===== src/hdl/tgme_pkg.sv =====
// Shared types and constants of the trap grid move engine.
// Used by tgme_regs, tgme_ctrl, tgme_dp and trap_grid_move_engine; depends on nothing.
package tgme_pkg;

  localparam int MAX_COLUMNS_DEF = 32;
  localparam int MAX_ROWS_DEF    = 32;

  // Width of index sums such as y_pos + run_length, with room for 64-entry grids.
  localparam int IDX_W  = 7;
  localparam int CFG_W  = 6;
  localparam int ADDR_W = 3;

  localparam logic [CFG_W-1:0] GRID_COLUMNS_RST = 6'd32;
  localparam logic [CFG_W-1:0] GRID_ROWS_RST    = 6'd32;

  localparam logic REG_GRID_COLUMNS = 1'b0;
  localparam logic REG_GRID_ROWS    = 1'b1;

  localparam logic [3:0] REQ_UP        = 4'd0;
  localparam logic [3:0] REQ_DOWN      = 4'd1;
  localparam logic [3:0] REQ_RIGHT     = 4'd2;
  localparam logic [3:0] REQ_LEFT      = 4'd3;
  localparam logic [3:0] REQ_EXTRACT_X = 4'd4;
  localparam logic [3:0] REQ_IMPLANT_X = 4'd5;
  localparam logic [3:0] REQ_EXTRACT_Y = 4'd6;
  localparam logic [3:0] REQ_IMPLANT_Y = 4'd7;
  localparam logic [3:0] REQ_LOAD      = 4'd8;
  localparam logic [3:0] REQ_CLEAR     = 4'd9;

  localparam logic [1:0] ST_DONE      = 2'd0;
  localparam logic [1:0] ST_COLLISION = 2'd1;
  localparam logic [1:0] ST_RANGE     = 2'd2;

  localparam logic [15:0] COUNT_MAX = 16'hFFFF;

  typedef enum logic [3:0] {
    S_IDLE,
    S_DECODE,
    S_READ,
    S_LOAD_A,
    S_LOAD_B,
    S_OPERATE,
    S_WRITE_A,
    S_WRITE_B,
    S_FINAL_RD,
    S_FINAL_WAIT
  } state_t;

  typedef enum logic [1:0] {
    RD_CUR,
    RD_NEXT,
    RD_REQ
  } rdsel_t;

  typedef enum logic [2:0] {
    K_NONE,
    K_SHIFT,
    K_PAIR,
    K_COLUMN,
    K_XRUN
  } kind_t;

  typedef struct packed {
    logic   accept;
    logic   init;
    logic   rd_en;
    rdsel_t rd_sel;
    logic   load_a;
    logic   load_b;
    logic   step;
    logic   wr_a;
    logic   wr_b;
    logic   next_col;
    logic   finish;
  } cmd_t;

  typedef struct packed {
    kind_t kind;
    logic  shift_done;
    logic  xrun_last;
  } stat_t;

endpackage


===== src/hdl/tgme_regs.sv =====
// Configuration registers (grid_columns, grid_rows) behind the APB-style port.
// Depends on tgme_pkg.
module tgme_regs (
  input  logic                        clk,
  input  logic                        rst,
  input  logic                        psel,
  input  logic                        penable,
  input  logic                        pwrite,
  input  logic [tgme_pkg::ADDR_W-1:0] paddr,
  input  logic [31:0]                 pwdata,
  output logic [31:0]                 prdata,
  output logic                        pready,
  output logic [tgme_pkg::CFG_W-1:0]  grid_columns,
  output logic [tgme_pkg::CFG_W-1:0]  grid_rows
);

  logic reg_index;
  logic wr_en;

  assign pready    = 1'b1;
  assign reg_index = paddr[tgme_pkg::ADDR_W-1];
  assign wr_en     = psel && penable && pwrite && pready;

  always_ff @(posedge clk) begin
    if (rst) begin
      grid_columns <= tgme_pkg::GRID_COLUMNS_RST;
      grid_rows    <= tgme_pkg::GRID_ROWS_RST;
    end else if (wr_en) begin
      if (reg_index == tgme_pkg::REG_GRID_ROWS) begin
        grid_rows <= pwdata[tgme_pkg::CFG_W-1:0];
      end else begin
        grid_columns <= pwdata[tgme_pkg::CFG_W-1:0];
      end
    end
  end

  always_comb begin
    if (reg_index == tgme_pkg::REG_GRID_ROWS) begin
      prdata = 32'(grid_rows);
    end else begin
      prdata = 32'(grid_columns);
    end
  end

endmodule


===== src/hdl/tgme_ctrl.sv =====
// Sequencer of the move engine: walks each request with column work through read, operate and write-back.
// Depends on tgme_pkg; drives tgme_dp through cmd_t and observes stat_t.
module tgme_ctrl (
  input  logic            clk,
  input  logic            rst,
  input  logic            start,
  input  tgme_pkg::stat_t stat,
  output tgme_pkg::cmd_t  cmd,
  output logic            busy,
  output logic            done
);

  tgme_pkg::state_t state;
  tgme_pkg::state_t state_next;
  logic             done_next;

  always_ff @(posedge clk) begin
    if (rst) begin
      state <= tgme_pkg::S_IDLE;
      done  <= 1'b0;
    end else begin
      state <= state_next;
      done  <= done_next;
    end
  end

  assign busy = (state != tgme_pkg::S_IDLE);

  always_comb begin
    cmd        = '0;
    state_next = state;
    done_next  = 1'b0;
    case (state)
      tgme_pkg::S_IDLE: begin
        if (start) begin
          cmd.accept = 1'b1;
          state_next = tgme_pkg::S_DECODE;
        end
      end
      tgme_pkg::S_DECODE: begin
        cmd.init = 1'b1;
        if (stat.kind == tgme_pkg::K_NONE) begin
          state_next = tgme_pkg::S_FINAL_RD;
        end else begin
          state_next = tgme_pkg::S_READ;
        end
      end
      tgme_pkg::S_READ: begin
        cmd.rd_en  = 1'b1;
        cmd.rd_sel = tgme_pkg::RD_CUR;
        state_next = tgme_pkg::S_LOAD_A;
      end
      tgme_pkg::S_LOAD_A: begin
        cmd.load_a = 1'b1;
        if (stat.kind == tgme_pkg::K_PAIR) begin
          // The neighbor column is fetched while the first one is captured.
          cmd.rd_en  = 1'b1;
          cmd.rd_sel = tgme_pkg::RD_NEXT;
          state_next = tgme_pkg::S_LOAD_B;
        end else begin
          state_next = tgme_pkg::S_OPERATE;
        end
      end
      tgme_pkg::S_LOAD_B: begin
        cmd.load_b = 1'b1;
        state_next = tgme_pkg::S_OPERATE;
      end
      tgme_pkg::S_OPERATE: begin
        if (stat.kind == tgme_pkg::K_SHIFT) begin
          if (stat.shift_done) begin
            state_next = tgme_pkg::S_WRITE_A;
          end else begin
            cmd.step = 1'b1;
          end
        end else begin
          cmd.step   = 1'b1;
          state_next = tgme_pkg::S_WRITE_A;
        end
      end
      tgme_pkg::S_WRITE_A: begin
        cmd.wr_a = 1'b1;
        if (stat.kind == tgme_pkg::K_PAIR) begin
          state_next = tgme_pkg::S_WRITE_B;
        end else if (stat.kind == tgme_pkg::K_XRUN) begin
          cmd.next_col = 1'b1;
          state_next   = stat.xrun_last ? tgme_pkg::S_FINAL_RD : tgme_pkg::S_READ;
        end else begin
          state_next = tgme_pkg::S_FINAL_RD;
        end
      end
      tgme_pkg::S_WRITE_B: begin
        cmd.wr_b   = 1'b1;
        state_next = tgme_pkg::S_FINAL_RD;
      end
      tgme_pkg::S_FINAL_RD: begin
        cmd.rd_en  = 1'b1;
        cmd.rd_sel = tgme_pkg::RD_REQ;
        state_next = tgme_pkg::S_FINAL_WAIT;
      end
      tgme_pkg::S_FINAL_WAIT: begin
        cmd.finish = 1'b1;
        done_next  = 1'b1;
        state_next = tgme_pkg::S_IDLE;
      end
      default: begin
        state_next = tgme_pkg::S_IDLE;
      end
    endcase
  end

  a_done_after_wait: assert property (@(posedge clk) disable iff (rst)
    done |-> $past(state) == tgme_pkg::S_FINAL_WAIT)
    else $error("result strobe without a finished request");

  a_done_ready: assert property (@(posedge clk) disable iff (rst)
    done |-> !busy)
    else $error("block busy while its result is shown");

  a_accept_decode: assert property (@(posedge clk) disable iff (rst)
    (start && !busy) |=> state == tgme_pkg::S_DECODE)
    else $error("accepted request did not reach decode");

  a_shift_walk: assert property (@(posedge clk) disable iff (rst)
    (state == tgme_pkg::S_OPERATE && stat.kind == tgme_pkg::K_SHIFT && !stat.shift_done)
    |=> state == tgme_pkg::S_OPERATE)
    else $error("shift walk left before its last step");

endmodule


===== src/hdl/tgme_dp.sv =====
// Datapath of the move engine: request registers, range check, column memories,
// working columns, move counter and result registers. Depends on tgme_pkg.
module tgme_dp #(
  parameter int MAX_COLUMNS = tgme_pkg::MAX_COLUMNS_DEF,
  parameter int MAX_ROWS    = tgme_pkg::MAX_ROWS_DEF
) (
  input  logic                       clk,
  input  logic                       rst,
  input  tgme_pkg::cmd_t             cmd,
  output tgme_pkg::stat_t            stat,
  input  logic [tgme_pkg::CFG_W-1:0] grid_columns,
  input  logic [tgme_pkg::CFG_W-1:0] grid_rows,
  input  logic [3:0]                 req_type,
  input  logic [4:0]                 x_pos,
  input  logic [4:0]                 y_pos,
  input  logic [5:0]                 run_length,
  input  logic [31:0]                load_bits,
  output logic [1:0]                 status,
  output logic [31:0]                column_occupancy,
  output logic [15:0]                moves_done
);

  localparam int AW = $clog2(MAX_COLUMNS);
  localparam int RW = $clog2(MAX_ROWS);
  localparam int IW = tgme_pkg::IDX_W;

  // Request registers.
  logic [3:0]  req_r;
  logic [4:0]  x_r;
  logic [4:0]  y_r;
  logic [5:0]  len_r;
  logic [31:0] bits_r;

  logic [IW-1:0] cx;
  logic [IW-1:0] p;
  logic [IW-1:0] rem;
  logic [1:0]    status_r;
  logic [15:0]   counter;

  logic [MAX_ROWS-1:0] wa, ma, wb, mb;
  logic [MAX_ROWS-1:0] wa_mv, ma_mv;

  logic [MAX_ROWS-1:0] occ_mem  [MAX_COLUMNS];
  logic [MAX_ROWS-1:0] mark_mem [MAX_COLUMNS];
  logic [MAX_COLUMNS-1:0] col_valid;
  logic [MAX_ROWS-1:0] occ_rd, mark_rd;
  logic                rd_valid;

  logic [IW-1:0] xs, ys, ls, xs1, cols, rows, gc, gr, pd, ysum, xsum;
  logic          range_err;
  tgme_pkg::kind_t kind;
  logic [AW-1:0] cur_addr, next_addr, req_addr, rad, wad;
  logic          mem_we;
  logic [MAX_ROWS-1:0] wd_occ, wd_mark;
  logic [MAX_ROWS-1:0] rm, ymask, lb, occ_in, mark_in, yhit;
  logic [RW-1:0] s_idx, d_idx, y_idx;
  logic          up, xset, yset, x_in;
  logic [MAX_ROWS-1:0] col_masked;

  assign xs   = IW'(x_r);
  assign ys   = IW'(y_r);
  assign ls   = IW'(len_r);
  assign xs1  = xs + IW'(1);
  assign ysum = ys + ls;
  assign xsum = xs + ls;
  assign gc   = IW'(grid_columns);
  assign gr   = IW'(grid_rows);
  assign cols = (gc < IW'(MAX_COLUMNS)) ? gc : IW'(MAX_COLUMNS);
  assign rows = (gr < IW'(MAX_ROWS)) ? gr : IW'(MAX_ROWS);

  always_comb begin
    range_err = 1'b0;
    kind      = tgme_pkg::K_NONE;
    case (req_r)
      tgme_pkg::REQ_UP, tgme_pkg::REQ_DOWN: begin
        range_err = (xs >= cols) || (ysum >= rows);
        kind      = tgme_pkg::K_SHIFT;
      end
      tgme_pkg::REQ_RIGHT, tgme_pkg::REQ_LEFT: begin
        range_err = (xs1 >= cols) || (ys >= rows);
        kind      = tgme_pkg::K_PAIR;
      end
      tgme_pkg::REQ_EXTRACT_X, tgme_pkg::REQ_IMPLANT_X: begin
        range_err = (xsum > cols) || (ys >= rows);
        kind      = (len_r == 6'd0) ? tgme_pkg::K_NONE : tgme_pkg::K_XRUN;
      end
      tgme_pkg::REQ_EXTRACT_Y, tgme_pkg::REQ_IMPLANT_Y: begin
        range_err = (xs >= cols) || (ysum > rows);
        kind      = tgme_pkg::K_COLUMN;
      end
      tgme_pkg::REQ_LOAD: begin
        range_err = (xs >= cols);
        kind      = tgme_pkg::K_COLUMN;
      end
      tgme_pkg::REQ_CLEAR: begin
        range_err = 1'b0;
        kind      = tgme_pkg::K_NONE;
      end
      default: begin
        range_err = 1'b1;
        kind      = tgme_pkg::K_NONE;
      end
    endcase
    if (range_err) begin
      kind = tgme_pkg::K_NONE;
    end
  end

  assign stat.kind       = kind;
  assign stat.shift_done = (rem == '0);
  assign stat.xrun_last  = (rem == IW'(1));

  // Per-row masks; each bit is independent of the others.
  always_comb begin
    for (int r = 0; r < MAX_ROWS; r++) begin
      rm[r]    = (IW'(r) < rows);
      ymask[r] = (IW'(r) >= ys) && (IW'(r) < ysum);
    end
  end

  assign lb      = MAX_ROWS'(bits_r);
  assign up      = (req_r == tgme_pkg::REQ_UP);
  assign xset    = (req_r == tgme_pkg::REQ_EXTRACT_X);
  assign yset    = (req_r == tgme_pkg::REQ_EXTRACT_Y);
  assign pd      = up ? (p + IW'(1)) : (p - IW'(1));
  assign s_idx   = p[RW-1:0];
  assign d_idx   = pd[RW-1:0];
  assign y_idx   = ys[RW-1:0];
  assign yhit    = ymask & wa;
  assign occ_in  = (wa & ~rm) | (lb & rm);
  assign mark_in = (req_r == tgme_pkg::REQ_LOAD) ? (ma & ~rm)
                 : (yset ? (ma | yhit) : (ma & ~yhit));

  // Working column after one shift step; the atom carries its mark along.
  always_comb begin
    wa_mv        = wa;
    ma_mv        = ma;
    wa_mv[s_idx] = 1'b0;
    ma_mv[s_idx] = 1'b0;
    wa_mv[d_idx] = 1'b1;
    ma_mv[d_idx] = ma[d_idx] | ma[s_idx];
  end

  // Column memories with one write and one registered read per cycle.
  assign cur_addr  = cx[AW-1:0];
  assign next_addr = xs1[AW-1:0];
  assign req_addr  = xs[AW-1:0];
  assign mem_we    = cmd.wr_a || cmd.wr_b;
  assign wad       = cmd.wr_b ? next_addr : cur_addr;
  assign wd_occ    = cmd.wr_b ? wb : wa;
  assign wd_mark   = cmd.wr_b ? mb : ma;

  always_comb begin
    case (cmd.rd_sel)
      tgme_pkg::RD_CUR:  rad = cur_addr;
      tgme_pkg::RD_NEXT: rad = next_addr;
      tgme_pkg::RD_REQ:  rad = req_addr;
      default:           rad = req_addr;
    endcase
  end

  always_ff @(posedge clk) begin
    if (mem_we) begin
      occ_mem[wad]  <= wd_occ;
      mark_mem[wad] <= wd_mark;
    end
    if (cmd.rd_en) begin
      occ_rd  <= occ_mem[rad];
      mark_rd <= mark_mem[rad];
    end
  end

  // A column that was never written reads as empty.
  always_ff @(posedge clk) begin
    if (rst) begin
      col_valid <= '0;
      rd_valid  <= 1'b0;
    end else begin
      if (mem_we) begin
        col_valid[wad] <= 1'b1;
      end
      if (cmd.rd_en) begin
        rd_valid <= col_valid[rad];
      end
    end
  end

  always_ff @(posedge clk) begin
    if (rst) begin
      counter <= '0;
    end else if (cmd.accept) begin
      if (req_type == tgme_pkg::REQ_CLEAR) begin
        counter <= '0;
      end else if (req_type <= tgme_pkg::REQ_IMPLANT_Y && counter != tgme_pkg::COUNT_MAX) begin
        counter <= counter + 16'd1;
      end
    end
  end

  always_ff @(posedge clk) begin
    if (cmd.accept) begin
      req_r  <= req_type;
      x_r    <= x_pos;
      y_r    <= y_pos;
      len_r  <= run_length;
      bits_r <= load_bits;
    end
    if (cmd.init) begin
      cx       <= xs;
      p        <= up ? (ysum - IW'(1)) : (ys + IW'(1));
      rem      <= ls;
      status_r <= range_err ? tgme_pkg::ST_RANGE : tgme_pkg::ST_DONE;
    end
    if (cmd.next_col) begin
      cx  <= cx + IW'(1);
      rem <= rem - IW'(1);
    end
    if (cmd.load_a) begin
      wa <= rd_valid ? occ_rd : '0;
      ma <= rd_valid ? mark_rd : '0;
    end
    if (cmd.load_b) begin
      wb <= rd_valid ? occ_rd : '0;
      mb <= rd_valid ? mark_rd : '0;
    end
    if (cmd.step) begin
      case (kind)
        tgme_pkg::K_SHIFT: begin
          if (wa[s_idx] && wa[d_idx]) begin
            status_r <= tgme_pkg::ST_COLLISION;
            rem      <= '0;
          end else begin
            if (wa[s_idx]) begin
              wa <= wa_mv;
              ma <= ma_mv;
            end
            rem <= rem - IW'(1);
            p   <= up ? (p - IW'(1)) : (p + IW'(1));
          end
        end
        tgme_pkg::K_PAIR: begin
          if (wa[y_idx] && wb[y_idx]) begin
            status_r <= tgme_pkg::ST_COLLISION;
          end else if (req_r == tgme_pkg::REQ_RIGHT) begin
            if (wa[y_idx]) begin
              wa[y_idx] <= 1'b0;
              ma[y_idx] <= 1'b0;
              wb[y_idx] <= 1'b1;
              mb[y_idx] <= mb[y_idx] | ma[y_idx];
            end
          end else begin
            if (wb[y_idx]) begin
              wb[y_idx] <= 1'b0;
              mb[y_idx] <= 1'b0;
              wa[y_idx] <= 1'b1;
              ma[y_idx] <= ma[y_idx] | mb[y_idx];
            end
          end
        end
        tgme_pkg::K_COLUMN: begin
          if (req_r == tgme_pkg::REQ_LOAD) begin
            wa <= occ_in;
          end
          ma <= mark_in;
        end
        tgme_pkg::K_XRUN: begin
          if (wa[y_idx]) begin
            ma[y_idx] <= xset;
          end
        end
        default: begin
        end
      endcase
    end
  end

  assign x_in       = (xs < IW'(MAX_COLUMNS));
  assign col_masked = rd_valid ? occ_rd : '0;

  always_ff @(posedge clk) begin
    if (cmd.finish) begin
      status           <= status_r;
      column_occupancy <= x_in ? 32'(col_masked) : 32'd0;
      moves_done       <= counter;
    end
  end

endmodule


===== src/hdl/trap_grid_move_engine.sv =====
// Trap grid move engine: a request starts when start is high while busy is low, and
// its result appears for exactly one cycle with done high; results cannot be held off,
// so the receiver must take them as they come. A count clear, an out-of-range or unknown
// request or an empty x-run does no column work; a y-run or column load works on its
// column, a right or left move on a column pair, an up or down shift walks its run (and
// stops early at a collision) and an x-run works on one column after another. Busy time
// comes from the column memory with its registered read, one read-modify-write per column,
// and the shift walk that moves one trap per cycle. A new request is taken in the cycle
// that done is high.
// Depends on tgme_pkg, tgme_regs, tgme_ctrl and tgme_dp.
module trap_grid_move_engine #(
  parameter int MAX_COLUMNS = tgme_pkg::MAX_COLUMNS_DEF,
  parameter int MAX_ROWS    = tgme_pkg::MAX_ROWS_DEF
) (
  input  logic                        clk,
  input  logic                        rst,
  input  logic                        start,
  output logic                        busy,
  input  logic [3:0]                  req_type,
  input  logic [4:0]                  x_pos,
  input  logic [4:0]                  y_pos,
  input  logic [5:0]                  run_length,
  input  logic [31:0]                 load_bits,
  output logic                        done,
  output logic [1:0]                  status,
  output logic [31:0]                 column_occupancy,
  output logic [15:0]                 moves_done,
  input  logic                        psel,
  input  logic                        penable,
  input  logic                        pwrite,
  input  logic [tgme_pkg::ADDR_W-1:0] paddr,
  input  logic [31:0]                 pwdata,
  output logic [31:0]                 prdata,
  output logic                        pready
);

  logic [tgme_pkg::CFG_W-1:0] grid_columns;
  logic [tgme_pkg::CFG_W-1:0] grid_rows;
  tgme_pkg::cmd_t             cmd;
  tgme_pkg::stat_t            stat;

  tgme_regs u_regs (
    .clk          (clk),
    .rst          (rst),
    .psel         (psel),
    .penable      (penable),
    .pwrite       (pwrite),
    .paddr        (paddr),
    .pwdata       (pwdata),
    .prdata       (prdata),
    .pready       (pready),
    .grid_columns (grid_columns),
    .grid_rows    (grid_rows)
  );

  tgme_ctrl u_ctrl (
    .clk   (clk),
    .rst   (rst),
    .start (start),
    .stat  (stat),
    .cmd   (cmd),
    .busy  (busy),
    .done  (done)
  );

  tgme_dp #(
    .MAX_COLUMNS (MAX_COLUMNS),
    .MAX_ROWS    (MAX_ROWS)
  ) u_dp (
    .clk              (clk),
    .rst              (rst),
    .cmd              (cmd),
    .stat             (stat),
    .grid_columns     (grid_columns),
    .grid_rows        (grid_rows),
    .req_type         (req_type),
    .x_pos            (x_pos),
    .y_pos            (y_pos),
    .run_length       (run_length),
    .load_bits        (load_bits),
    .status           (status),
    .column_occupancy (column_occupancy),
    .moves_done       (moves_done)
  );

endmodule

===== config.mk =====
export PLATFORM = sky130hd
export DESIGN_NAME = trap_grid_move_engine
export DESIGN_NICKNAME = d
export VERILOG_FILES = /design/src/hdl/tgme_pkg.sv /design/src/hdl/tgme_regs.sv /design/src/hdl/tgme_ctrl.sv /design/src/hdl/tgme_dp.sv /design/src/hdl/trap_grid_move_engine.sv
export SDC_FILE = /design/constraint.sdc
export NUM_CORES = 2
export LEC_CHECK = 0
export BUFFER_PORTS_ARGS = -buffer_cell sky130_fd_sc_hd__buf_2
export CAP_MARGIN = 10
export CELL_PAD_IN_SITES_DETAIL_PLACEMENT = 1
export CELL_PAD_IN_SITES_GLOBAL_PLACEMENT = 1
export CORE_ASPECT_RATIO = 2
export CORE_MARGIN = 5
export CORE_UTILIZATION = 40
export CTS_CLUSTER_SIZE = 40
export DETAILED_ROUTE_END_ITERATION = 7
export PLACE_DENSITY_LB_ADDON = 0.1
export SYNTH_ARGS = -nofsm -noshare
export SYNTH_HDL_FRONTEND = slang
export SYNTH_SLANG_ARGS = --single-unit

===== constraint.sdc =====
create_clock -name clk -period 6.5 [get_ports clk]
set_clock_uncertainty 0.15 [all_clocks]
set_input_delay 0.975 -clock clk [delete_from_list [all_inputs] [get_ports clk]]
set_output_delay 0.975 -clock clk [all_outputs]
set_load 0.05 [all_outputs]

==> results.py <==
metrics = {
    "flow_run": {
        "max_cap_violations": 0,
    },
    "synthesis": {
        "yosysMostFrequentCell": "nand2_1",
        "synth_async_sr_flop_share": 0,
        "syn_inst": 5059,
        "yosys.cell_types.count": 79,
        "ys.warnings.count": 0,
        "ys_seq_elements": 1307,
        "synth-main-ff-cell": "edfxtp_1",
        "synth_edf_count": 1163,
        "ys_top_cells_by_area": "edfxtp_1, nand2_1, dfxtp_1",
        "netlist_top_cells_count": "nand2_1, edfxtp_1, nand3_1, nor2_1, clkbuf_1",
        "yosysTopAreaCellShare": 0.6065,
        "seq_area_frac_synth": 0.6565,
        "synth_top_cell_by_area": "edfxtp_1",
        "syn_area_um2": 57580,
        "avgSynthCellArea_um2": 11.38,
    },
    "placed_design": {
        "routabilityCongestion": 0.9959,
        "dp_hpwl_um": 142800,
        "port_buffers": 122,
    },
    "clocking": {
        "worstSkewPairLatency_ns": 0.75,
        "cts_htree_levels": 3,
        "hold_buffers": 0,
        "cts_tree": "built",
        "post-cts-setup-buffers": 0,
        "root_buffer": "clkbuf_16",
        "clock_path_buffers": 3,
        "cts_resized": 0,
        "path_clk_slew_ns": 0.08,
        "numCtsBuffers": 118,
        "clock-sinks": 1307,
    },
    "timing": {
        "fmax_ghz": 0.1776,
        "period_share": 0.8662,
        "rsz0062_at_grt": "no",
        "slew_violations": 0,
        "hold_ws_ns": 0.2533,
        "tightest_slew_ns": 1.384,
        "max_slew_margin": 0.07543,
        "finalSetupTns_ns": 0,
        "hold_viol": 0,
        "fin_crit_ns": 5.630,
        "setup_violations": 0,
    },
    "worst_hold_path": {
        "whs_path_depth": 1,
        "hold_path.startpoint": "load_bits[29]",
        "hold_end": "u_dp.bits_r[29]$_DFFE_PP_",
        "min-delay-path-class": "in -> reg",
    },
    "die": {
        "start_util": 0.4007,
        "io_pins": 178,
        "rows": 197,
        "fp.dieW_um": 278.3,
        "core_area_um2": 143700,
        "die_y_um": 546.6,
        "die-area_um2": 152100,
    },
    "power": {
        "power_density_nw_per_um2": 331.5,
        "p_leak_nw": 22.66,
        "ir_worst_vdd_v": 0.0002435,
    },
    "run_status": {
        "status": "complete, no violations",
    },
    "drt": {
        "firstDrtPassIters": 5,
        "viasPerCell": 5.883,
        "drt_iter0_drc": 3174,
        "routed-via-count": 42278,
        "routed_wl_um": 219100,
        "drc": 0,
        "wl_per_cell_um": 30.50,
        "ant_nets": 0,
    },
    "finish": {
        "final_nets": 5335,
        "syn_to_final_growth_pct": 13.80,
        "fillers": 15192,
        "drive_above_1_share": 0.1304,
    },
    "global_route": {
        "grt_busiest_layer": "met2",
        "grt_pass1_wl_um": 312400,
        "met1_usage": 0.3118,
        "antenna_found_initial": 2,
        "grt_max_degree": 79,
        "grt.overflow.total": 0,
        "grtUsageTotal": 0.2794,
        "met2_usage": 0.5171,
        "met3_usage": 0.02824,
        "first_global_vias": 43718,
    },
    "worst_setup_path": {
        "worstPathArrival_ns": 5.91,
        "cp-start-kind": "flop",
        "cp-startpoint": "u_regs.grid_rows[5]$_SDFFE_PP1P_",
        "reg2reg_from": "u_regs.grid_rows[5]$_SDFFE_PP1P_",
        "criticalPathCategory": "reg -> reg",
        "reg2reg_to": "u_dp.occ_rd[8]$_DFFE_PP_",
        "r2r_cells": 14,
        "cp.required_ns": 6.78,
        "worstPathMaxFanout": 58,
        "crit_path_end_kind": "flop",
        "reg2reg_slack_ns": 0.87,
    },
}
## stage by stage
stage            util  total power (W)  instance area [µm²]  setup slack (ns)  cells
4_1_cts        0.4559          0.02186                65520            0.8326   7183
2_1_floorplan       -          0.01257                57680             1.649   5084
3_5_place_dp   0.4287          0.01468                61610            0.8888   6958
5_1_grt        0.4560          0.02257                65520            0.6421   7184
6_report       0.4560          0.02172                65530            0.8700   7186
3_3_place_gp   0.4287          0.01461                61610            0.9432   6958
## kinds of logic after synthesis
kind of cell | synth area share
compound gates | 0.07579
xor+xnor | 0.005802
buf+inv | 0.03253
flops | 0.6565
fa+ha+maj | 0.01199
simple gates | 0.1852
other cells | 0.0001304
mux | 0.03201
## worst max-delay path: stages (launching register included)
cell and delay, ns:
dfxtp_1 0.42, nor2b_1 0.71, inv_1 0.16, ha_1 0.34
a21oi_1 0.15, o21ai_0 0.26, a2111oi_2 0.43, o21a_1 0.39
o211a_4 0.60, buf_4 0.68, nand2_1 0.11, nand3_1 0.11
and3_1 0.16, a311oi_1 0.08, nor4_1 0.48
## cell usage in the layout (no fill, tap or decap), types with 17 or more instances in the layout
cell,n
nand2_1,1257
dfxtp_1,143
nand2b_1,19
a31oi_1,17
buf_2,122
edfxtp_1,1163
a311oi_1,137
mux2_2,59
clkbuf_1,20
a21oi_1,164
buf_12,46
nor4_1,36
conb_1,27
clkbuf_16,121
mux4_2,32
buf_4,175
and3_1,140
or3_1,20
nand3_1,566
nor2b_1,18
a21o_1,20
ha_1,52
nor2_4,32
xnor2_1,21
a22oi_1,17
clkinv_2,27
o21ai_0,184
clkinv_1,21
nor2_1,255
mux2i_1,32
nor3_1,34
inv_1,72
## how the worst max path moves through the flow
stage                                  to
6_report         u_dp.occ_rd[8]$_DFFE_PP_
5_1_grt          u_dp.occ_rd[8]$_DFFE_PP_
4_1_cts          u_dp.occ_rd[8]$_DFFE_PP_
3_5_place_dp    u_dp.occ_rd[16]$_DFFE_PP_
3_3_place_gp    u_dp.occ_rd[29]$_DFFE_PP_
2_1_floorplan  u_dp.rd_valid$_SDFFE_PP0P_
## area by class of cell
type / count / area [µm²] / area share
sequential: 1307 / 37810 / 0.5770
multi-input combinational: 3345 / 18320 / 0.2796
clock inverter: 82 / 778.2 / 0.01188
clock buffer: 143 / 3131 / 0.04777
timing repair buffer: 343 / 2845 / 0.04342
tap: 1890 / 2365 / 0.03609
inverter: 73 / 274.0 / 0.004182
antenna: 3 / 7.507 / 0.0001146
## state kept, by name (all words and copies together), names as in the netlist, 4 cells and up
signal / count
u_dp.wb: 32
u_dp.bits_r: 32
u_dp.counter: 16
u_dp.wa: 32
u_dp.occ_rd: 32
u_regs.grid_columns: 6
u_dp.column_occupancy: 32
u_dp.rem: 7
u_dp.req_r: 4
u_dp.moves_done: 16
u_dp.len_r: 6
u_dp.cx: 5
u_dp.req_addr: 5
u_dp.col_valid: 32
u_dp.occ_mem: 1024
u_dp.p: 5
u_ctrl.state: 4
u_regs.grid_rows: 6
u_dp.y_idx: 5
## layer usage
metal	wire length, µm	share of wire
met5	0	0
met4	15350	0.070
met3	9378	0.043
met2	115600	0.53
met1	78840	0.36
## power breakdown
group / internal, W / switching, W
Clock: 0.00386 / 0.00334
Sequential: 0.00929 / 0.000212
Combinational: 0.00160 / 0.00342
Note: power is estimated with default switching activity, not from simulation.
